===== src/mtsd_pkg.sv =====
// ----------------------------------------------------------------------------
// mtsd_pkg
// Types, constants and codes shared by the seed derive and filter block.
// ----------------------------------------------------------------------------
package mtsd_pkg;

	// Generator constants.
	localparam logic [31:0] MT_MULT     = 32'h6c07_8965;
	localparam logic [31:0] MT_UPPER    = 32'h8000_0000;
	localparam logic [31:0] MT_LOWER    = 32'h7fff_ffff;
	localparam logic [31:0] MT_MATRIX   = 32'h9908_b0df;
	localparam logic [31:0] MT_TEMPER_B = 32'h9d2c_5680;
	localparam logic [31:0] MT_TEMPER_C = 32'hefc6_0000;

	// Initialization steps up to the element that twists into output two.
	localparam int unsigned INIT_STEPS = 398;

	// Filter table size, fixed by the width of the entry index.
	localparam int unsigned FILTER_DEPTH = 16;
	localparam int unsigned FILTER_IDX_W = $clog2(FILTER_DEPTH);

	// Operation codes.
	localparam logic OP_WRITE = 1'b0;
	localparam logic OP_TEST  = 1'b1;

	// Filter modes.
	localparam logic [2:0] MODE_NONE      = 3'd0;
	localparam logic [2:0] MODE_ID1       = 3'd1;
	localparam logic [2:0] MODE_ID2       = 3'd2;
	localparam logic [2:0] MODE_ID_PAIR   = 3'd3;
	localparam logic [2:0] MODE_SHINY     = 3'd4;
	localparam logic [2:0] MODE_ID1_SHINY = 3'd5;
	localparam logic [2:0] MODE_SHINY_ALT = 3'd6;

	// Configuration register indexes.
	localparam int unsigned CFG_INDEX_W = 2;
	localparam logic [CFG_INDEX_W-1:0] CFG_FILTER_MODE  = 2'd0;
	localparam logic [CFG_INDEX_W-1:0] CFG_FILTER_COUNT = 2'd1;

	typedef struct packed {
		logic        op;
		logic [31:0] seed;
		logic [31:0] delay_tag;
		logic [5:0]  seconds_tag;
		logic [3:0]  entry_index;
		logic [15:0] entry_first;
		logic [15:0] entry_second;
	} in_word_t;

	typedef struct packed {
		logic [31:0] seed_out;
		logic [31:0] delay_out;
		logic [15:0] first_id;
		logic [15:0] second_id;
		logic [12:0] shiny_value;
		logic [5:0]  seconds_out;
	} out_word_t;

	// Payload handed from cell to cell. For a table write, seed carries the
	// entry value and the low bits of delay carry the entry index.
	typedef struct packed {
		logic        op;
		logic [31:0] x;
		logic [31:0] s1;
		logic [31:0] s2;
		logic [31:0] seed;
		logic [31:0] delay;
		logic [5:0]  secs;
	} chain_t;

	typedef struct packed {
		logic [2:0] mode;
		logic [4:0] count;
	} filter_cfg_t;

	typedef struct packed {
		logic                    en;
		logic [FILTER_IDX_W-1:0] index;
		logic [31:0]             value;
	} table_wr_t;

endpackage


===== src/mtsd_cell.sv =====
// ----------------------------------------------------------------------------
// mtsd_cell
// One step of the generator initialization recurrence, registered.
// ----------------------------------------------------------------------------
module mtsd_cell #(
	parameter int unsigned STEP = 1
) (
	input  logic            clk,
	input  logic            arst_n,
	input  logic            en,
	input  logic            in_valid,
	input  mtsd_pkg::chain_t in_data,
	output logic            valid_s1,
	output mtsd_pkg::chain_t data_s1
);
	import mtsd_pkg::*;

	logic [31:0] mixed;
	logic [31:0] prod;
	logic [31:0] next_x;
	chain_t      next_data;

	// The first two elements are kept for the twist at the end of the row.
	always_comb begin
		mixed     = in_data.x ^ (in_data.x >> 30);
		prod      = MT_MULT * mixed;
		next_x    = prod + 32'(STEP);
		next_data = in_data;
		next_data.x = next_x;
		if (STEP == 1) begin
			next_data.s1 = next_x;
		end
		if (STEP == 2) begin
			next_data.s2 = next_x;
		end
	end

	always_ff @(posedge clk or negedge arst_n) begin
		if (!arst_n) begin
			valid_s1 <= 1'b0;
		end else if (en) begin
			valid_s1 <= in_valid;
		end
	end

	always_ff @(posedge clk) begin
		if (en) begin
			data_s1 <= next_data;
		end
	end

endmodule


===== config.mk =====
export PLATFORM = sky130hd
export DESIGN_NAME = mtsd_cell
export DESIGN_NICKNAME = d
export VERILOG_FILES = /design/src/mtsd_pkg.sv /design/src/mtsd_cell.sv
export SDC_FILE = /design/constraint.sdc
export NUM_CORES = 1
export LEC_CHECK = 0
export ABC_AREA = 0
export BUFFER_PORTS_ARGS = -buffer_cell sky130_fd_sc_hd__clkbuf_2
export CAP_MARGIN = 20
export CORE_UTILIZATION = 45
export CTS_BUF_LIST = sky130_fd_sc_hd__clkbuf_4 sky130_fd_sc_hd__clkbuf_8
export DETAILED_ROUTE_END_ITERATION = 10
export GPL_ROUTABILITY_DRIVEN = 0
export PLACE_DENSITY = 0.71
export SYNTH_ARGS = -nofsm -noshare
export SYNTH_HDL_FRONTEND = slang
export SYNTH_SLANG_ARGS = --single-unit

===== constraint.sdc =====
create_clock -name clk -period 0.99 [get_ports clk]
set_input_delay 0.198 -clock clk [delete_from_list [all_inputs] [get_ports clk]]
set_output_delay 0.198 -clock clk [all_outputs]
set_load 0.05 [all_outputs]

After elaboration in Yosys (flattened, before gate mapping)
Index checks and enable logic that the tools add are counted.
Widths: inputs -> output; s select.
Operators by class
  $mul: 1
  add/sub/neg operators: 1
  bitwise logic cells: 1
Operators by type and width (count)
  $add 32x1->32 const B: 1
  $mul 31x32->32 const A: 1
  $xor 32x2->32: 1
Word-level totals
  logic and storage cells: 10
  bits in registers: 136
  output and inout bits: 168

Longest topological paths before layout
Gate-level depths: netlist (run 1).
  word-level depth: 3
  depth in mapped cells: 24

Least setup slack after synthesis (run 1)
OpenSTA, ideal clock, no wires.
  kind: input to register
  start point: input port in_data[165] (netlist bit)
  end point: register data_s1[130] (netlist bit), data pin
  setup slack: -5.275 ns
  arrival: 6.005 ns
  data required time: 0.730 ns
  buffers on the path: 0
  cell stages on the path: 24
  path through: xor2_1 xnor2_1 ha_1 or2_2 ha_1 inv_1 fa_1 inv_1 ha_1 fa_1 fa_1 fa_1 inv_1 fa_1 inv_1 ha_1 a21o_1 a21o_2 and2_1 a31o_2 o311ai_0 nand2b_1 a21oi_1 xnor2_1
On the way
  word-level cells in the longest chain between the ends: 3
RTL lines
  start: declaration: line mtsd_cell.sv:12  | input mtsd_pkg::chain_t in_data,
  $xor 32x2->32: line mtsd_cell.sv:25  | mixed = in_data.x ^ (in_data.x >> 30);
  $mul 31x32->32: line mtsd_cell.sv:26  | prod = MT_MULT * mixed;
  $add 32x1->32: line mtsd_cell.sv:27  | next_x = prod + 32'(STEP);
  via next_x[28]: line mtsd_cell.sv:20  | logic [31:0] next_x;
  end signal: assignment: line mtsd_cell.sv:48  | data_s1 <= next_data;
  end: declaration: line mtsd_cell.sv:14  | output mtsd_pkg::chain_t data_s1
The timed path passes the listed nets, and every way through them passes these cells.
A chain may end at the register's enable or synchronous reset.

Final worst setup path (run 1)
  start point: input port in_data[145] (netlist bit)
  end point: register data_s1[131] (netlist bit), data pin
Same word-level chain as after synthesis.

==> qor.txt, run 1 <==
DP Wirelength - 24900 um
Post-Synth XOR/XNOR Area - 4.17%
Syn Nets - 1449
post-synth top area share - 33.9%
Slew Viols, Final - 0
die width - 165 um
period utilization - 567%
RSZ-0062 raised after global routing - yes
ys flop type - edfxtp_1
Vias - 8975
Post-Syn Instances - 921
crit start category - primary input
Overflow after GRT - 0
largest net degree at the start of global routing - 37
post-synth top area cell - edfxtp_1
CTS H-Tree Depth - 4
Starting Density - 45.9%
Initial DRC Count - 474
DIE AREA - 27200 um^2
Crit path arrival time - 5.90 ns
relative slew slack - 66.9%
hold slack final - 0.0538 ns
most frequent cells after synthesis - inv_1, ha_1, fa_1, edfxtp_1, xnor2_1
number of global-route vias before repair - 9924
vias per cell - 4.86
worst skew pair latency - 0.44 ns
Global Route Usage Sum - 26.2%
failing checks - negative setup slack
Max-Cap Viols - 0
fin nets - 2021
DRT Wirelength - 36000 um
share of cells above drive strength 1 - 44.2%
Worst Setup End Kind - flop
post-synthesis register bit count - 136
Clock Skew - 0 ns
register area share after synthesis - 34.1%
simple-gate share of the synthesized area - 2.02%
post-synthesis area per instance - 13.0 um^2
cell area after synthesis - 12000 um^2
core area - 26100 um^2
input/output buffers - 306
TritonCTS Buffers - 17
Hold Path Class - in2async
Pre-Repair DR Iteration Count - 5
main combinational cell family by area after synthesis - adder cells
ys async rst share - 0.735%
CTS Sinks - 136
Die H - 165 um
IO Count - 339
DP Worst Slack - -5.15 ns
Syn-to-layout area delta - 63.3%
largest fanout on the critical path - 3
DR WL/cell - 19.5 um
mux contribution to synthesized area - 0.0941%
critical path class - in2reg
Post-synth EDFFs - 135
Synthesis Warnings - 0
Clock Tree Root - clkbuf_8
Max Fclk - 0.178 GHz
Reg clk slew, reported paths - 0.09 ns
FP Rows - 59
Req. time, crit path - 1.28 ns
Hold Vio Cnt, Final - 0
Tmin final - 5.61 ns
ANT nets after route - 0
CTS max path bufs - 2
post-synth cell types - 42
top-count cell post-synth - inv_1
Synth Area in Adders - 46.5%
first-pass GRT wire length - 52700 um
worst setup margin - -4.62 ns
Synth Area in Compound Gates - 4.04%
Synth area leaders - edfxtp_1, fa_1, ha_1
initial antenna violation count - 6
worst slew pin tran - 0.495 ns
CTS tree - done
drc violations - 0
status - finished, violations left
# setup viols final - 198
==> through the flow <==
step                      setup TNS [ns]  cells  util [%]  instance area, um^2
after detailed placement         -114.22   1679      59.1                15400
after global placement           -112.61   1679      59.1                15400
after global routing             -155.84   1847      74.9                19500
after floorplan                   -99.59    921         -                12600
after CTS                        -146.05   1836      73.6                19200
final                            -145.47   1847      74.9                19500
==> state kept, by name, summed over array words and instances (netlist names) <==
register,flops
valid_s1,1
data_s1,135
==> worst max-delay path, cell delays in order <==
cell	delay, ns
clkbuf_16	0.13
ha_4	0.24
ha_4	0.23
fa_1	0.49
inv_2	0.04
fa_1	0.51
inv_2	0.04
fa_1	0.48
inv_2	0.04
fa_1	0.50
inv_2	0.05
fa_1	0.52
inv_2	0.04
fa_1	0.51
inv_2	0.05
ha_4	0.15
a21o_1	0.15
a21oi_2	0.15
nand2_1	0.08
o311a_4	0.34
o41ai_4	0.28
o21ai_2	0.10
or4_1	0.49
nand4_1	0.09
==> area by class of cell <==
| cell class | instances | area, um^2 |
|---|---|---|
| inverters | 223 | 845 |
| fillers | 1547 | 6530 |
| clock inverters | 15 | 154 |
| multi-input cells | 529 | 7940 |
| well taps | 335 | 419 |
| diodes | 6 | 15.0 |
| repair buffers | 586 | 5850 |
| flip-flops and latches | 136 | 4080 |
| clock buffers | 17 | 234 |
==> metal layers <==
layer | GRT usage (%) | share of wire [%]
met1 | 30.1 | 37
met2 | 48.0 | 54
met3 | 4.75 | 5.3
met4 | 9.63 | 2.9
met5 | 0 | 0
==> kinds of logic (layout without fill, tap and decap cells) <==
group / count (synthesis) / after routing
buffers and inverters: 256 / 841
multiplexers: 1 / 1
AND/OR/NAND/NOR: 48 / 48
adder cells (fa/ha/maj): 357 / 357
other: 0 / 6
flip-flops: 136 / 136
XOR/XNOR: 57 / 57
AO/OA/AOI/OAI: 66 / 66
==> what timing repair did <==
item / 4_1_cts / 5_1_grt
setup buffers: 24 / 5
pin swaps: 49 / 25
resized for setup: 466 / 160
hold endpoints to repair: 105 / 0
endpoints found under the setup margin: 198 / 198
hold buffers: 105 / 0
==> worst paths after layout <==
check,startpoint,to,slack [ns],cells after the start
max,in_data[145],data_s1[131],-4.62,24
min,arst_n,valid_s1,0.05,2
max reg2reg,valid_s1,valid_s1,0.21,1
min reg2reg,valid_s1,valid_s1,0.57,1
max in group asynchronous,arst_n,valid_s1,0.85,2
min in group clk,en,data_s1[43],0.10,1
==> cell usage in the layout (no fill, tap or decap), types with 6 or more instances in the layout <==
cell type,count
clkbuf_2,125
o211ai_1,6
fa_1,140
xnor2_1,39
ha_4,60
buf_8,125
dlygate4sd3_1,105
inv_6,7
xor2_1,10
inv_1,198
buf_4,133
clkbuf_8,70
diode_2,6
a21oi_2,13
buf_6,38
nor2_1,9
ha_1,147
a21o_1,12
inv_2,23
fa_2,6
edfxtp_1,135
a21oi_1,8
Power of run 1 is left out: the tool's default activity adds up to more than one toggle a clock period on the data nets, which glitch-free logic cannot reach.
==> run 2: changes to the inputs <==
--- a/config.mk
+++ b/config.mk
@@ -9,7 +9,7 @@
 export BUFFER_PORTS_ARGS = -buffer_cell sky130_fd_sc_hd__clkbuf_2
 export CAP_MARGIN = 20
 export CORE_UTILIZATION = 45
-export CTS_BUF_LIST = sky130_fd_sc_hd__clkbuf_4 sky130_fd_sc_hd__clkbuf_8
+export CTS_BUF_LIST = sky130_fd_sc_hd__clkbuf_8
 export DETAILED_ROUTE_END_ITERATION = 10
 export GPL_ROUTABILITY_DRIVEN = 0
 export PLACE_DENSITY = 0.71
==> constraint.sdc (replaced) <==
create_clock -name clk -period 0.99 [get_ports clk]
set_input_delay 0.099 -clock clk [delete_from_list [all_inputs] [get_ports clk]]
set_output_delay 0.099 -clock clk [all_outputs]
set_load 0.05 [all_outputs]
==> qor.txt, run 2 (synthesized netlist as in run 1, its figures left out) <==
initial antenna violation count - 1
Global Route Usage Sum - 25.8%
DIE AREA - 27200 um^2
first-pass GRT wire length - 52300 um
CTS tree - done
Crit path arrival time - 5.87 ns
core area - 26100 um^2
largest net degree at the start of global routing - 37
Vias - 9053
RSZ-0062 raised after global routing - yes
fin area - 19700 um^2
vias per cell - 4.89
die width - 165 um
max reg flops - 135
Overflow after GRT - 0
Worst Setup End Kind - flop
Slew Viols, Final - 0
ANT nets after route - 0
IO Count - 339
commonest cells after routing, fill and taps aside - inv_1, ha_1, fa_1, buf_4, edfxtp_1
Syn-to-layout area delta - 65.0%
Die H - 165 um
Starting Density - 45.9%
input/output buffers - 306
fin nets - 2028
Hold Vio Cnt, Final - 0
DP Area - 15400 um^2
Regs by FF count - data_s1 (135), valid_s1 (1)
DR WL/cell - 19.7 um
status - finished, violations left
worst slew pin tran - 0.359 ns
Clock Skew - 0 ns
crit start category - primary input
worst setup margin - -4.60 ns
failing checks - negative setup slack
number of global-route vias before repair - 9926
largest fanout on the critical path - 4
Clock Tree Root - clkbuf_8
critical path class - in2reg
FP Rows - 59
Hold Path Class - in2reg
Req. time, crit path - 1.28 ns
worst skew pair latency - 0.44 ns
Max Fclk - 0.179 GHz
share of cells above drive strength 1 - 45.0%
Initial DRC Count - 472
Pre-Repair DR Iteration Count - 6
Tmin final - 5.59 ns
Biggest register - data_s1
# setup viols final - 198
drc violations - 0
relative slew slack - 75.8%
DRT Wirelength - 36400 um
fill count - 1505
Max-Cap Viols - 0
Reg clk slew, reported paths - 0.10 ns
TritonCTS Buffers - 17
period utilization - 564%
DP Wirelength - 25000 um
CTS max path bufs - 2
commonest non-fill, non-tap cell in the layout - inv_1
CTS Sinks - 136
CTS H-Tree Depth - 4
[run 2: critical path, cell delays in order]
cell,delay [ns]
clkbuf_16,0.13
ha_4,0.24
ha_4,0.16
fa_1,0.55
inv_2,0.04
fa_1,0.51
inv_2,0.04
fa_1,0.50
fa_1,0.44
fa_1,0.51
inv_1,0.06
fa_1,0.56
inv_2,0.07
ha_4,0.24
a21o_1,0.18
a21oi_2,0.16
nand2_1,0.08
o311a_4,0.34
o41ai_4,0.30
o21ai_2,0.09
or4_4,0.48
nand4_1,0.09
[run 2: what timing repair did]
action / CTS / global route
gates resized for setup: 478 / 183
pin swaps: 62 / 42
buffers inserted: 22 / 17
endpoints found under the setup margin: 198 / 205
hold buffers: 107 / 2
hold endpoints to repair: 112 / 6
[run 2: area by class of cell]
cell class	count	area (um^2)	area share, %
repair buffers	593	5950	30.1
flip-flops and latches	136	4080	20.7
clock inverters	15	155	0.786
clock buffers	17	234	1.19
multi-input cells	529	8050	40.8
inverters	223	850	4.30
diodes	2	5.00	0.0254
well taps	335	419	2.12
[run 2: final timing paths]
path | startpoint | to | slack, ns | cells past startpoint
min in group asynchronous | arst_n | valid_s1 | 0.48 | 3
max in group asynchronous | arst_n | valid_s1 | 0.41 | 3
worst max-delay path | in_data[145] | data_s1[131] | -4.60 | 22
worst min-delay path | en | valid_s1 | 0.04 | 2
worst min register to register | valid_s1 | valid_s1 | 0.60 | 1
worst max register to register | valid_s1 | valid_s1 | 0.19 | 1
[run 2: per-layer routing]
| metal | track usage, % | part of all wire [%] | up-vias |
|---|---|---|---|
| met4 | 8.80 | 3.1 | 0 |
| li1 | - | - | 4157 |
| met2 | 47.9 | 54 | 320 |
| met5 | 0 | 0 | - |
| met1 | 30.1 | 38 | 4507 |
| met3 | 3.57 | 4.8 | 69 |
[run 2: metrics by stage]
step / hold slack, ns / utilization (%) / setup WS, ns / TNS [ns] / std cells
after floorplan: -0.197 / - / -4.59 / -94.43 / 921
after global placement: -0.120 / 59.1 / -4.94 / -109.54 / 1679
after detailed placement: -0.120 / 59.1 / -5.08 / -111.03 / 1679
after CTS: 0.00710 / 74.0 / -4.49 / -122.70 / 1838
after global routing: 0.0305 / 75.8 / -4.79 / -133.03 / 1850
final: 0.0364 / 75.8 / -4.60 / -123.31 / 1850
Power of run 2 is left out for the same reason.
