===== src/mtsd_pkg.sv =====
// ----------------------------------------------------------------------------
// mtsd_pkg
// Types, constants and codes shared by the seed derive and filter block.
// ----------------------------------------------------------------------------
package mtsd_pkg;

	// Generator constants.
	localparam logic [31:0] MT_MULT     = 32'h6c07_8965;
	localparam logic [31:0] MT_UPPER    = 32'h8000_0000;
	localparam logic [31:0] MT_LOWER    = 32'h7fff_ffff;
	localparam logic [31:0] MT_MATRIX   = 32'h9908_b0df;
	localparam logic [31:0] MT_TEMPER_B = 32'h9d2c_5680;
	localparam logic [31:0] MT_TEMPER_C = 32'hefc6_0000;

	// Initialization steps up to the element that twists into output two.
	localparam int unsigned INIT_STEPS = 398;

	// Filter table size, fixed by the width of the entry index.
	localparam int unsigned FILTER_DEPTH = 16;
	localparam int unsigned FILTER_IDX_W = $clog2(FILTER_DEPTH);

	// Operation codes.
	localparam logic OP_WRITE = 1'b0;
	localparam logic OP_TEST  = 1'b1;

	// Filter modes.
	localparam logic [2:0] MODE_NONE      = 3'd0;
	localparam logic [2:0] MODE_ID1       = 3'd1;
	localparam logic [2:0] MODE_ID2       = 3'd2;
	localparam logic [2:0] MODE_ID_PAIR   = 3'd3;
	localparam logic [2:0] MODE_SHINY     = 3'd4;
	localparam logic [2:0] MODE_ID1_SHINY = 3'd5;
	localparam logic [2:0] MODE_SHINY_ALT = 3'd6;

	// Configuration register indexes.
	localparam int unsigned CFG_INDEX_W = 2;
	localparam logic [CFG_INDEX_W-1:0] CFG_FILTER_MODE  = 2'd0;
	localparam logic [CFG_INDEX_W-1:0] CFG_FILTER_COUNT = 2'd1;

	typedef struct packed {
		logic        op;
		logic [31:0] seed;
		logic [31:0] delay_tag;
		logic [5:0]  seconds_tag;
		logic [3:0]  entry_index;
		logic [15:0] entry_first;
		logic [15:0] entry_second;
	} in_word_t;

	typedef struct packed {
		logic [31:0] seed_out;
		logic [31:0] delay_out;
		logic [15:0] first_id;
		logic [15:0] second_id;
		logic [12:0] shiny_value;
		logic [5:0]  seconds_out;
	} out_word_t;

	// Payload handed from cell to cell. For a table write, seed carries the
	// entry value and the low bits of delay carry the entry index.
	typedef struct packed {
		logic        op;
		logic [31:0] x;
		logic [31:0] s1;
		logic [31:0] s2;
		logic [31:0] seed;
		logic [31:0] delay;
		logic [5:0]  secs;
	} chain_t;

	typedef struct packed {
		logic [2:0] mode;
		logic [4:0] count;
	} filter_cfg_t;

	typedef struct packed {
		logic                    en;
		logic [FILTER_IDX_W-1:0] index;
		logic [31:0]             value;
	} table_wr_t;

endpackage


===== src/mtsd_filter.sv =====
// ----------------------------------------------------------------------------
// mtsd_filter
// Filter table and the parallel compare of one seed's ids against it.
// ----------------------------------------------------------------------------
module mtsd_filter (
	input  logic                  clk,
	input  mtsd_pkg::filter_cfg_t cfg,
	input  mtsd_pkg::table_wr_t   wr,
	input  logic [15:0]           id1,
	input  logic [15:0]           id2,
	input  logic [12:0]           shiny,
	output logic                  match
);
	import mtsd_pkg::*;

	localparam logic [4:0] DEPTH_CNT = 5'(FILTER_DEPTH);

	logic [31:0] table_q [FILTER_DEPTH];
	logic [4:0]  count_eff;
	logic        hit;
	logic [15:0] a;
	logic [15:0] b;
	logic [15:0] shiny_w;

	always_ff @(posedge clk) begin
		if (wr.en && (32'(wr.index) < FILTER_DEPTH)) begin
			table_q[wr.index] <= wr.value;
		end
	end

	always_comb begin
		count_eff = (cfg.count > DEPTH_CNT) ? DEPTH_CNT : cfg.count;
		shiny_w   = {3'b000, shiny};
		hit       = 1'b0;
		a         = '0;
		b         = '0;
		for (int k = 0; k < FILTER_DEPTH; k++) begin
			a = table_q[k][15:0];
			b = table_q[k][31:16];
			if (5'(k) < count_eff) begin
				case (cfg.mode) inside
					MODE_ID1:                  hit = hit | (id1 == a);
					MODE_ID2:                  hit = hit | (id2 == a);
					MODE_ID_PAIR:              hit = hit | ((id1 == a) && (id2 == b));
					MODE_SHINY, MODE_SHINY_ALT: hit = hit | (shiny_w == a);
					MODE_ID1_SHINY:            hit = hit | ((id1 == a) && (shiny_w == b));
					default:                   hit = hit;
				endcase
			end
		end
		match = (cfg.mode == MODE_NONE) ? 1'b1 : hit;
	end

endmodule


===== config.mk =====
export PLATFORM = sky130hd
export DESIGN_NAME = mtsd_filter
export DESIGN_NICKNAME = d
export VERILOG_FILES = /design/src/mtsd_pkg.sv /design/src/mtsd_filter.sv
export SDC_FILE = /design/constraint.sdc
export NUM_CORES = 1
export LEC_CHECK = 0
export BUFFER_PORTS_ARGS = -buffer_cell sky130_fd_sc_hd__buf_4
export CAP_MARGIN = 20
export CORE_MARGIN = 2
export CORE_UTILIZATION = 35
export DETAILED_ROUTE_END_ITERATION = 6
export PLACE_DENSITY = 0.52
export RECOVER_POWER = 100
export SYNTH_ARGS = -nofsm -noshare
export SYNTH_HDL_FRONTEND = slang
export SYNTH_SLANG_ARGS = --single-unit
export TNS_END_PERCENT = 20

===== constraint.sdc =====
create_clock -name clk -period 5.1 [get_ports clk]
set_input_delay 0.51 -clock clk [delete_from_list [all_inputs] [get_ports clk]]
set_output_delay 0.51 -clock clk [all_outputs]
set_load 0.01 [all_outputs]

# == Yosys cells after proc, flatten, opt, wreduce, memory -nomap -nowiden ==
# Memory sizes are Yosys's and may differ from the RTL's.
# Index checks and enable logic that the tools add are counted.
# word_totals
reg_bits,0
ramBits,512
in_bits,91
output_inout_bits,1
word_cells,313
n_memories,1
# classes
n_lt_le_gt_ge,17
eq_ne,86
n_mux,100
bitwise,75
reduce_logical,34
# memory_table
memory,words,width,read_ports,rd_clocked_by_memory_dff,write_ports,line_no,source
table_q,16,32,16,0,1,mtsd_filter.sv:18,logic [31:0] table_q [FILTER_DEPTH];
# op_table
operator,n
$eq 16x16->1,48
$eq 13x16->1,32
$mux 1,99
$or 1x1->1,75
$lt 4x5->1 const A,8
$logic_and 1x1->1,32
$lt 3x5->1 const A,4
$lt 1x5->1 const A,2
$lt 2x5->1 const A,2
$eq 3x3->1 const B,3
$eq 3x2->1 const B,2
$gt 5x5->1 const B,1
$mux 5,1
$eq 3x1->1 const B,1
$logic_not 3->1,1
$reduce_or 2->1,1

# == Depth between registers and ports, before layout ==
# Gate-level depths: netlist (run 1).
# An unclocked memory read counts as a cell.
# logic_depth
ltp_word,115
ltp_mapped,12
mapped_depth_nobuf,8

# == Worst setup path before layout (run 1) ==
# OpenSTA, ideal clock, no wires.
# synth_timing
path_kind,input port to flip-flop
start,input port wr[34] (netlist bit)
end,memory table_q[0][0] (enable)
setup_ns,0.502
arrival_ns,3.865
required_time_ns,4.598
path_slack_ns,0.734
path_stages,2
path_buffers,1
path_cell_list,clkbuf_1 > nor4_1
# synth_rtl
element,line_no,source
start: declaration,mtsd_filter.sv:8,"input mtsd_pkg::table_wr_t wr,"
end: declaration,mtsd_filter.sv:18,
# Straight into the memory's write port.

# == Final worst setup path (run 1) ==
# layout_timing
start,input port id2[11]
end,output port match
# layout_between
elab_chain_len,112
word_cells_on_any_way,218
classes_between,32 x eq/ne; 95 x mux; 75 x bitwise; 16 x reduce/logical
# layout_lines
element,line_no,source
start: declaration,mtsd_filter.sv:10,"input logic [15:0] id2,"
$eq 16x16->1,mtsd_filter.sv:44,MODE_ID_PAIR: hit = hit | ((id1 == a) && (id2 == b));
$logic_and 1x1->1,mtsd_filter.sv:44,
$mux 1 (3 in series),mtsd_filter.sv:41,case (cfg.mode) inside
$mux 1,mtsd_filter.sv:40,if (5'(k) < count_eff) begin
$or 1x1->1,mtsd_filter.sv:46,MODE_ID1_SHINY: hit = hit | ((id1 == a) && (shiny_w == b));
$mux 1 (5 in series),mtsd_filter.sv:41,
$mux 1,mtsd_filter.sv:40,
$or 1x1->1,mtsd_filter.sv:46,
[82 not listed],--,
$mux 1,mtsd_filter.sv:40,
$or 1x1->1,mtsd_filter.sv:46,
$mux 1 (5 in series),mtsd_filter.sv:41,
$mux 1,mtsd_filter.sv:40,
$or 1x1->1,mtsd_filter.sv:46,
$mux 1 (5 in series),mtsd_filter.sv:41,
$mux 1 *,mtsd_filter.sv:40,
$mux 1 *,mtsd_filter.sv:51,match = (cfg.mode == MODE_NONE) ? 1'b1 : hit;
end: declaration,mtsd_filter.sv:12,output logic match
# Mark *: on every way between the ends. The rest lies on a longest branch, timed or not.

==> results of run 1 <==
==> cell usage after synthesis (3+ instances only) <==
cell type and count:
buf_6 37, o21ai_0 8, a31oi_1 5, nor4_1 209, nor2_1 29, o211ai_1 3, buf_4 72, nand3b_1 3
edfxtp_1 512, nand2_1 12, xnor2_1 485, o32ai_1 3, clkbuf_1 9, xor2_1 699, or3_1 3, nand3_1 52
o41ai_1 4, a21oi_1 12, o22ai_1 5, buf_12 17, buf_8 10, buf_2 16, o21ai_2 3, nor3_1 33
nand2b_1 4, nand4_1 147, or4_1 6
==> routing by layer <==
layer / up-vias / GRT usage (%) / part of all wire, %
met5: - / 0 / 0.010
met4: 2 / 13.5 / 5.7
met3: 386 / 4.57 / 8.4
met2: 1299 / 45.4 / 47
met1: 10800 / 35.1 / 39
li1: 8802 / - / -
==> cell usage in the layout, fill, tap and decap left out, types with 28 or more instances in the layout <==
cell and n:
nor2_1 28, clkbuf_16 59, clkbuf_1 56, nand3_1 52
nor4_1 209, nor3_1 33, buf_4 117, nand4_1 147
xnor2_1 485, xor2_1 699, edfxtp_1 512
==> tightest hold or removal path, delay by kind of cell <==
kind / cells / cell delay, ns
buffers and inverters: 1 / 0.14
AND/OR/NAND/NOR: 2 / 0.22
==> kinds of logic after synthesis <==
group | Yosys count | synth area share (%)
XOR/XNOR | 1184 | 33.7
flip-flops | 512 | 50.0
buffers and inverters | 163 | 5.12
AO/OA/AOI/OAI | 60 | 1.41
AND/OR/NAND/NOR | 506 | 9.71
==> worst paths after layout <==
| kind | startpoint | to | cells after the start | slack (ns) |
|---|---|---|---|---|
| hold / removal | wr[34] | table_q[15][27] | 3 | 0.42 |
| setup / recovery | id2[11] | match | 11 | 0.52 |
==> power by group through the flow <==
stage / clock network (uW) / logic, uW / registers [uW]
after floorplan: 0 / 832 / 4880
final: 4390 / 1340 / 4820
after CTS: 4450 / 1340 / 4810
after detailed placement: 0 / 1330 / 4900
after global routing: 4620 / 1380 / 4830
after global placement: 0 / 1330 / 4900
==> metrics by stage <==
stage	total power [uW]	area [um^2]
finish	10500	33900
global route	10800	33800
CTS	10600	34100
detailed placement	6230	32100
global placement	6220	32100
floorplan	5710	30700
==> final cells by class <==
class                   count  area [um^2]  share of cell area [%]
flip-flops and latches    512        15400                    45.4
multi-input cells        1750        13800                    40.7
clock buffers              68         1510                    4.46
well taps                1155         1450                    4.27
repair buffers            174         1240                    3.67
clock inverters            43          480                    1.42
inverters                   1         3.75                  0.0111
diodes                      1         2.50                 0.00739
==> results by group, run 1 <==
Setup path
  – Critical path cell sequence: clkbuf_4 -> buf_4 -> xor2_1 -> nor4_1 -> nand4_1 -> a211oi_1 -> a2111oi_0 -> buf_4 -> nand4_1 -> or4_1 -> buf_4
  – Required @ worst endpoint: 4.59 ns
  – CP dominant cell by count: buf_4
  – Worst EP arrival: 4.07 ns
  – Crit Path Class: in -> out
  – Slowest stage delay, CP: 0.71 ns
  – Family with the most delay on the worst path: buffers and inverters
  – Slowest CP cell: clkbuf_4
  – Worst setup EP type: output pin
  – Setup crit start kind: input pin
  – CP Max Fanout: 27
  – WP buf/inv: 4

Clocking
  – Clk sinks: 512
  – Gates resized, CTS repair: 0
  – Hold_buf cts: 0
  – CTS tree: done
  – TritonCTS buffer count: 59
  – Clk pin slew, worst setup/hold paths: 0.06 ns
  – Post CTS Setup Buffer Count: 0
  – Htree depth: 2
  – CTS Buffer Depth: 3
  – Root Driver: clkbuf_16

STA
  – Fmax: 219 MHz
  – Final setup violation count: 0
  – Worst hold slack: 0.417 ns
  – Fin. max-slew vios: 959
  – Max_slew headroom: -111%
  – Hold Vio Cnt, Final: 0
  – Unrepaired setup endpoints after global routing: false
  – Fin Setup TNS: 0 ns
  – Final worst slack: 0.525 ns
  – Min Tclk post-route: 4.58 ns
  – Worst slew pin tran: 3.15 ns
  – Final period util: 89.7%

Power
  – LEAKAGE: 0.0107 uW
  – Clock Power Share: 41.6%
  – Sw Share: 27.0%
  – Logic pwr share: 12.7%
  – Power density over the cells: 312 nW/um^2
  – Worst vdd ir: 0.278 mV
  – Switch Pwr: 2850 uW
  – Sequential group share of total power: 45.7%
  – P_int: 7700 uW

Finish
  – Biggest regs: table_q: 512 flops
  – Share of post-route cells with drive strength above 1: 8.91%
  – Largest register FFs: 512
  – Syn-to-layout area delta: 10.1%
  – Final core utilization: 39.0%
  – Fillers: 8227
  – Biggest register: table_q
  – Cell Count, Final, Fillers Out: 3704
  – # nets final: 2589

Routing
  – DR vias: 21.3k
  – Via density: 5.74
  – Drt pass-1 iters: 5
  – Remaining antenna violation count after routing: 0
  – Routed Wire Length: 126000 um
  – Post-route DRC: 0
  – WL/cell: 34.1 um
  – DR iter-0 viols: 2412

Global routing
  – First-pass GRT wire length: 173000 um
  – Initial antenna violation count: 9
  – Largest net degree at the start of global routing: 33
  – GRT overflow: 0
  – Vias in the first global route: 21.5k
  – Overall Global Routing Usage: 27.5%

Floorplan
  – Io pins: 92
  – Initial core utilization: 35.4%
  – Core box area: 86900 um^2
  – Std cell rows: 108
  – Chip height: 300 um
  – Die area: 90200 um^2
  – Die width: 300 um

Worst hold path
  – Worst hold path class: in -> reg

Synthesis
  – Synth top area cells: edfxtp_1 (50%), xor2_1 (20%), xnor2_1 (14%)
  – Syn Area/Cell: 12.7 um^2
  – Synth Instances: 2425
  – Leading area contributor after synthesis: edfxtp_1
  – Cell Area, Synth: 30700 um^2
  – Sequential fraction of the synthesis area: 50.0%
  – Distinct cell type count after synthesis: 49
  – Synth warn: 0
  – Net Count, Synth: 2516
  – Top_reg_cell synth: edfxtp_1
  – FFs w/ async S/R, synth: 0%
  – Top-area cell type share of the netlist area: 50.0%
  – EDFF count, synth: 512
  – #FFs+latches synth: 512

Flow run
  – Max cap viols: 42

Placed design
  – # port buffers: 91
  – Cells after DPL: 3590
  – Detailed Place HPWL: 76300 um
  – Worst slack, placed: 0.631 ns
  – Gpl congestion: 0.948

Outcome
  – Failing checks: capacitance limit, slew limit
  – Status: complete, but fails checks
No activity file was read; power rests on OpenSTA's default activity.
==> inputs of run 2 (changes only) <==
clock period = 4.6 ns   (was 5.1 ns; I/O delays follow)
==> run 2 against run 1 <==
  * The run still ends with capacitance limit, slew limit left
  * Critical path depth shrank 3
  * Sequential cell count is the same
  * Highest routed layer is now met4
  * Clock-buffer cell count shrank 3
  * Design area grew 0.29%
  * Critical endpoint unchanged
  * Core utilization grew 0.11 points
==> results by group, run 2 (synthesis gave the netlist of run 1 again) <==
Outcome
  – Status: complete, but fails checks
  – Failing checks: capacitance limit, slew limit

Power
  – LEAKAGE: 0.0108 uW (+0.79%)
  – Final Power: 11700 uW (+11%)
  – Power density over the cells: 344 nW/um^2 (+10%)
  – Worst vdd ir: 0.293 mV (+5.5%)

Placed design
  – Gpl congestion: 0.968 (+2.1%)
  – Cells after DPL: 3614 (+0.67%)
  – # port buffers: 91 (unchanged)
  – Detailed Place HPWL: 78400 um (+2.8%)

Global routing
  – First-pass GRT wire length: 172000 um (-0.25%)
  – GRT overflow: 0 (unchanged)
  – Largest net degree at the start of global routing: 33 (unchanged)
  – Overall Global Routing Usage: 27.6% (+0.049 points)
  – Initial antenna violation count: 2 (-7)
  – Vias in the first global route: 21.1k (-1.5%)

Finish
  – # nets final: 2610 (+0.81%)
  – Commonest non-fill, non-tap cell in the layout: xor2_1
  – Fillers: 8312 (+1.0%)
  – Most frequent cells in the layout: xor2_1 (699), edfxtp_1 (512), xnor2_1 (485)
  – Area of the multi-input gates: 13800 um^2 (about the same)
  – Syn-to-layout area delta: 10.4%
  – Final core utilization: 39.1% (+0.11 points)
  – Share of post-route cells with drive strength above 1: 9.77% (+0.86 points)
  – Largest register FFs: 512 (unchanged)
  – Cell Count, Final, Fillers Out: 3725 (+0.57%)
  – Biggest regs: table_q: 512 flops
  – Biggest register: table_q
  – Register area: 15400 um^2 (unchanged)

Clocking
  – Root Driver: clkbuf_16
  – Gates resized, CTS repair: 0 (unchanged)
  – Htree depth: 2 (unchanged)
  – TritonCTS buffer count: 58 (-1.7%)
  – Clk pin slew, worst setup/hold paths: 0.06 ns (about the same)
  – Post CTS Setup Buffer Count: 0 (unchanged)
  – Hold_buf cts: 0 (unchanged)
  – CTS Buffer Depth: 3 (unchanged)
  – Clk sinks: 512 (unchanged)
  – CTS tree: done

Worst hold path
  – Worst hold path class: in -> reg
  – Hold Path Sink: table_q[12][22]
  – Worst hold path depth: 3 (unchanged)
  – Hold Startpoint: wr[36]

Routing
  – Max Used Layer: met4
  – Via density: 5.78 (+0.65%)
  – Routed wl met2: 59200 um (+0.51%)
  – WL/cell: 34.1 um (+0.18%)
  – Remaining antenna violation count after routing: 0 (unchanged)
  – DR iter-0 viols: 2382 (-1.2%)
  – WL met3: 9920 um (-6.3%)
  – Drt pass-1 iters: 5 (unchanged)
  – Post-route DRC: 0 (unchanged)
  – DR vias: 21.5k (+1.2%)
  – Routed Wire Length: 127000 um (+0.74%)
  – Wl on met1: 51400 um (+3.8%)

STA
  – Fin Setup TNS: 0 ns (unchanged)
  – Min Tclk post-route: 4.15 ns
  – Hold Vio Cnt, Final: 0 (unchanged)
  – Max_slew headroom: -109% (+1.9 points)
  – Unrepaired setup endpoints after global routing: false
  – Final setup violation count: 0 (unchanged)
  – Fmax: 241 MHz
  – Fin. max-slew vios: 909 (-5.2%)
  – Final period util: 90.3%
  – Worst slew pin tran: 3.13 ns (-0.0277 ns)

Floorplan
  – Die width: 300 um (unchanged)
  – Initial core utilization: 35.4% (unchanged)
  – Die area: 90200 um^2 (unchanged)
  – Std cell rows: 108 (unchanged)
  – Chip height: 300 um (unchanged)
  – Core box area: 86900 um^2 (unchanged)
  – Io pins: 92 (unchanged)

Setup path
  – CP Max Fanout: 3 (-89%)
  – CP dominant cell by count: or4_1
  – Crit Path Class: reg -> out
  – Setup crit start: table_q[2][0]
  – Critical path cell sequence: xnor2_1 -> nand4_1 -> nor4_1 -> o21ai_0 -> a221oi_1 -> or4_1 -> or4_1 -> clkbuf_1
  – WP buf/inv: 1 (-3)
  – Slowest CP cell: nor4_1
  – Family with the most delay on the worst path: simple AND/OR/NAND/NOR gates
  – Worst EP arrival: 3.69 ns (-0.38 ns)
  – Slowest stage delay, CP: 0.60 ns (-0.11 ns)
  – Worst setup EP type: output pin
  – Required @ worst endpoint: 4.14 ns (-0.45 ns)
  – Setup crit start kind: flop
  – WP depth: 8 (-3)

Flow run
  – Max cap viols: 43 (+2.4%)
[run 2: cell types whose count changed in the layout (fill, tap and decap cells not counted), moves of 2 or more]
cell,before,now
buf_4,117,140
buf_12,9,7
clkinv_1,12,10
clkinv_2,10,14
[run 2: worst max path at each step]
stage / end
after floorplan: table_q[0][0]
after global placement: match
after detailed placement: match
after CTS: match
after global routing: match
final: match
[run 2: per-stage QoR]
step	setup WS, ns	hold slack, ns	area [um^2]
after floorplan	0.284	0.559	30700
after global routing	0.399	0.562	33900
final	0.446	0.522	33900
after global placement	0.451	0.897	32200
after detailed placement	0.568	0.901	32300
after CTS	0.464	0.191	34200
[run 2: area by class of cell]
cell class	instances	area share, %
clock buffers	65	4.35
multi-input cells	1750	40.6
repair buffers	196	4.05
well taps	1155	4.26
inverters	1	0.0111
flip-flops and latches	512	45.3
clock inverters	45	1.39
diodes	1	0.00737
[run 2: routing by layer]
layer	vias to the layer above	GRT usage [%]
li1	8839	-
met1	11000	36.3
met2	1361	45.4
met3	348	3.69
met4	0	12.0
met5	-	0
[run 2: report_power, final]
group	switching, uW	internal [uW]	leakage (uW)
Sequential	99.5	5250	0.00463
Clock	2110	2720	0.000934
Combinational	1000	483	0.00521
Total	3210	8450	0.0108
==> inputs of run 3 (changes only) <==
CELL_PAD_IN_SITES_DETAIL_PLACEMENT = 1   (was default)
CELL_PAD_IN_SITES_GLOBAL_PLACEMENT = 1   (was default)
PLACE_DENSITY = 0.6   (was 0.52)
SKIP_CTS_REPAIR_TIMING = 1   (was default)
==> run 3 against run 2 <==
  * The run still ends with capacitance limit, slew limit left
  * Via count shrank 0.97%
  * Clock power fell by 4.3%
  * Maximum frequency fell by 2.3%
  * Critical path type is now in -> out
  * Critical endpoint unchanged
  * Largest power group unchanged
  * Highest routed layer is now met5
==> results by group, run 3 (synthesis gave the netlist of run 1 again) <==
Outcome
  – Status: complete, but fails checks
  – Failing checks: capacitance limit, slew limit

STA
  – Final setup violation count: 0 (unchanged)
  – Fmax: 235 MHz (-2.3%)
  – Fin Setup TNS: 0 ns (unchanged)
  – Unrepaired setup endpoints after global routing: false
  – Worst slew pin tran: 3.14 ns (+0.0144 ns)
  – Min Tclk post-route: 4.25 ns (+0.0994 ns)
  – Hold Vio Cnt, Final: 0 (unchanged)
  – Fin. max-slew vios: 875 (-3.7%)
  – Final worst slack: 0.347 ns (-0.0994 ns)
  – Worst hold slack: 0.429 ns (-0.0927 ns)
  – Max_slew headroom: -110% (-0.96 points)
  – Final period util: 92.5% (+2.2 points)

Floorplan
  – Die width: 300 um (unchanged)
  – Initial core utilization: 35.4% (unchanged)
  – Core box area: 86900 um^2 (unchanged)
  – Io pins: 92 (unchanged)
  – Chip height: 300 um (unchanged)
  – Die area: 90200 um^2 (unchanged)
  – Std cell rows: 108 (unchanged)

Global routing
  – Vias in the first global route: 22.2k (+4.7%)
  – GRT overflow: 0 (unchanged)
  – Met1 usage: 37.8% (+1.5 points)
  – GRT Max-Usage Layer: met2
  – Initial antenna violation count: 3 (+1)
  – M2 GR Usage: 47.9% (+2.5 points)
  – First-pass GRT wire length: 180000 um (+4.5%)
  – Largest net degree at the start of global routing: 33 (unchanged)
  – Overall Global Routing Usage: 28.6% (+1.0 points)
  – M3 GR Usage: 3.79% (+0.10 points)

Setup path
  – Worst setup EP type: output pin
  – Slowest stage delay, CP: 0.63 ns (+0.03 ns)
  – CP Max Fanout: 22 (+19)
  – Required @ worst endpoint: 4.14 ns (about the same)
  – Slowest CP cell: or4_1
  – Worst EP arrival: 3.79 ns (+0.10 ns)
  – WP buf/inv: 5 (+4)
  – Critical path cell sequence: buf_4 -> buf_12 -> xor2_1 -> or4_1 -> nor4_1 -> a21oi_1 -> a211oi_1 -> a2111oi_0 -> buf_1 -> buf_4 -> nand4_1 -> or4_1 -> buf_4
  – CP dominant cell by count: buf_4
  – Family with the most delay on the worst path: buffers and inverters
  – Crit Path Class: in -> out
  – Setup crit start kind: input pin

Clocking
  – Htree depth: 2 (unchanged)
  – CTS Buffer Depth: 3 (unchanged)
  – Clk pin slew, worst setup/hold paths: 0.06 ns (about the same)
  – CTS tree: done
  – Clk sinks: 512 (unchanged)
  – TritonCTS buffer count: 57 (-1.7%)
  – Root Driver: clkbuf_16

Routing
  – DR vias: 21.3k (-0.97%)
  – Via density: 5.75 (-0.57%)
  – Drt pass-1 iters: 5 (unchanged)
  – DR iter-0 viols: 2360 (-0.92%)
  – Post-route DRC: 0 (unchanged)
  – WL/cell: 35.2 um (+3.3%)
  – Routed Wire Length: 131000 um (+2.9%)
  – Remaining antenna violation count after routing: 0 (unchanged)

Power
  – Power density over the cells: 339 nW/um^2 (-1.5%)
  – Worst vdd ir: 0.312 mV (+6.8%)
  – LEAKAGE: 0.0107 uW (-0.49%)

Finish
  – Share of post-route cells with drive strength above 1: 8.85% (-0.92 points)
  – Final core utilization: 39.0% (-0.053 points)
  – Biggest register: table_q
  – Syn-to-layout area delta: 10.3%
  – Commonest non-fill, non-tap cell in the layout: xor2_1
  – Layout Cell Area excl Fill: 33900 um^2 (-0.14%)
  – Largest register FFs: 512 (unchanged)
  – Most frequent cells in the layout: xor2_1 (699), edfxtp_1 (512), xnor2_1 (485)
  – Biggest regs: table_q: 512 flops
  – # nets final: 2600 (-0.38%)

Worst hold path
  – Worst hold path depth: 3 (unchanged)
  – Worst hold path class: in -> reg
  – Hold Path Sink: table_q[13][27]
  – Hold Startpoint: wr[35]

Placed design
  – DP Area: 32300 um^2 (about the same)
  – # port buffers: 91 (unchanged)
  – Worst slack, placed: 0.385 ns (-0.183 ns)
  – Gpl congestion: 0.929 (-4.0%)
  – Detailed Place HPWL: 83400 um (+6.4%)

Flow run
  – Max cap viols: 40 (-7.0%)
-- run 3: per-layer routing --
layer,vias up,share of wire [%],routed length (um)
met4,2,4.2,5500
met5,-,0.0099,13
met3,292,7.4,9720
li1,8821,-,-
met2,1112,48,62300
met1,11100,41,53200
-- run 3: area by class of cell --
cell class	instances	area (um^2)
fillers	9170	53000
inverters	1	3.75
repair buffers	187	1430
diodes	1	2.50
well taps	1155	1450
multi-input cells	1750	13800
clock inverters	36	362
clock buffers	68	1490
flip-flops and latches	512	15400
-- run 3: worst max path at each step --
stage | cells after the start | slack [ns] | to | from
global placement | 12 | -0.08 | match | shiny[12]
global route | 13 | 0.22 | match | shiny[12]
floorplan | 2 | 0.28 | table_q[0][0] | wr[34]
detailed placement | 12 | 0.38 | match | id2[13]
finish | 13 | 0.35 | match | shiny[12]
CTS | 12 | 0.37 | match | table_q[5][8]
-- run 3: power by group --
group,switching (uW),internal (uW)
registers,100,5250
logic,1020,491
clock network,2020,2590
-- run 3: metrics by stage --
| step | power, uW | std cells |
|---|---|---|
| 2_1_floorplan | 6330 | 2425 |
| 3_3_place_gp | 6930 | 3601 |
| 3_5_place_dp | 6940 | 3603 |
| 4_1_cts | 11500 | 3707 |
| 5_1_grt | 11800 | 3709 |
| 6_report | 11500 | 3710 |
-- run 3: worst min-delay path: stages --
cell,delay [ns]
buf_4,0.15
nand3_1,0.11
nor2_1,0.16
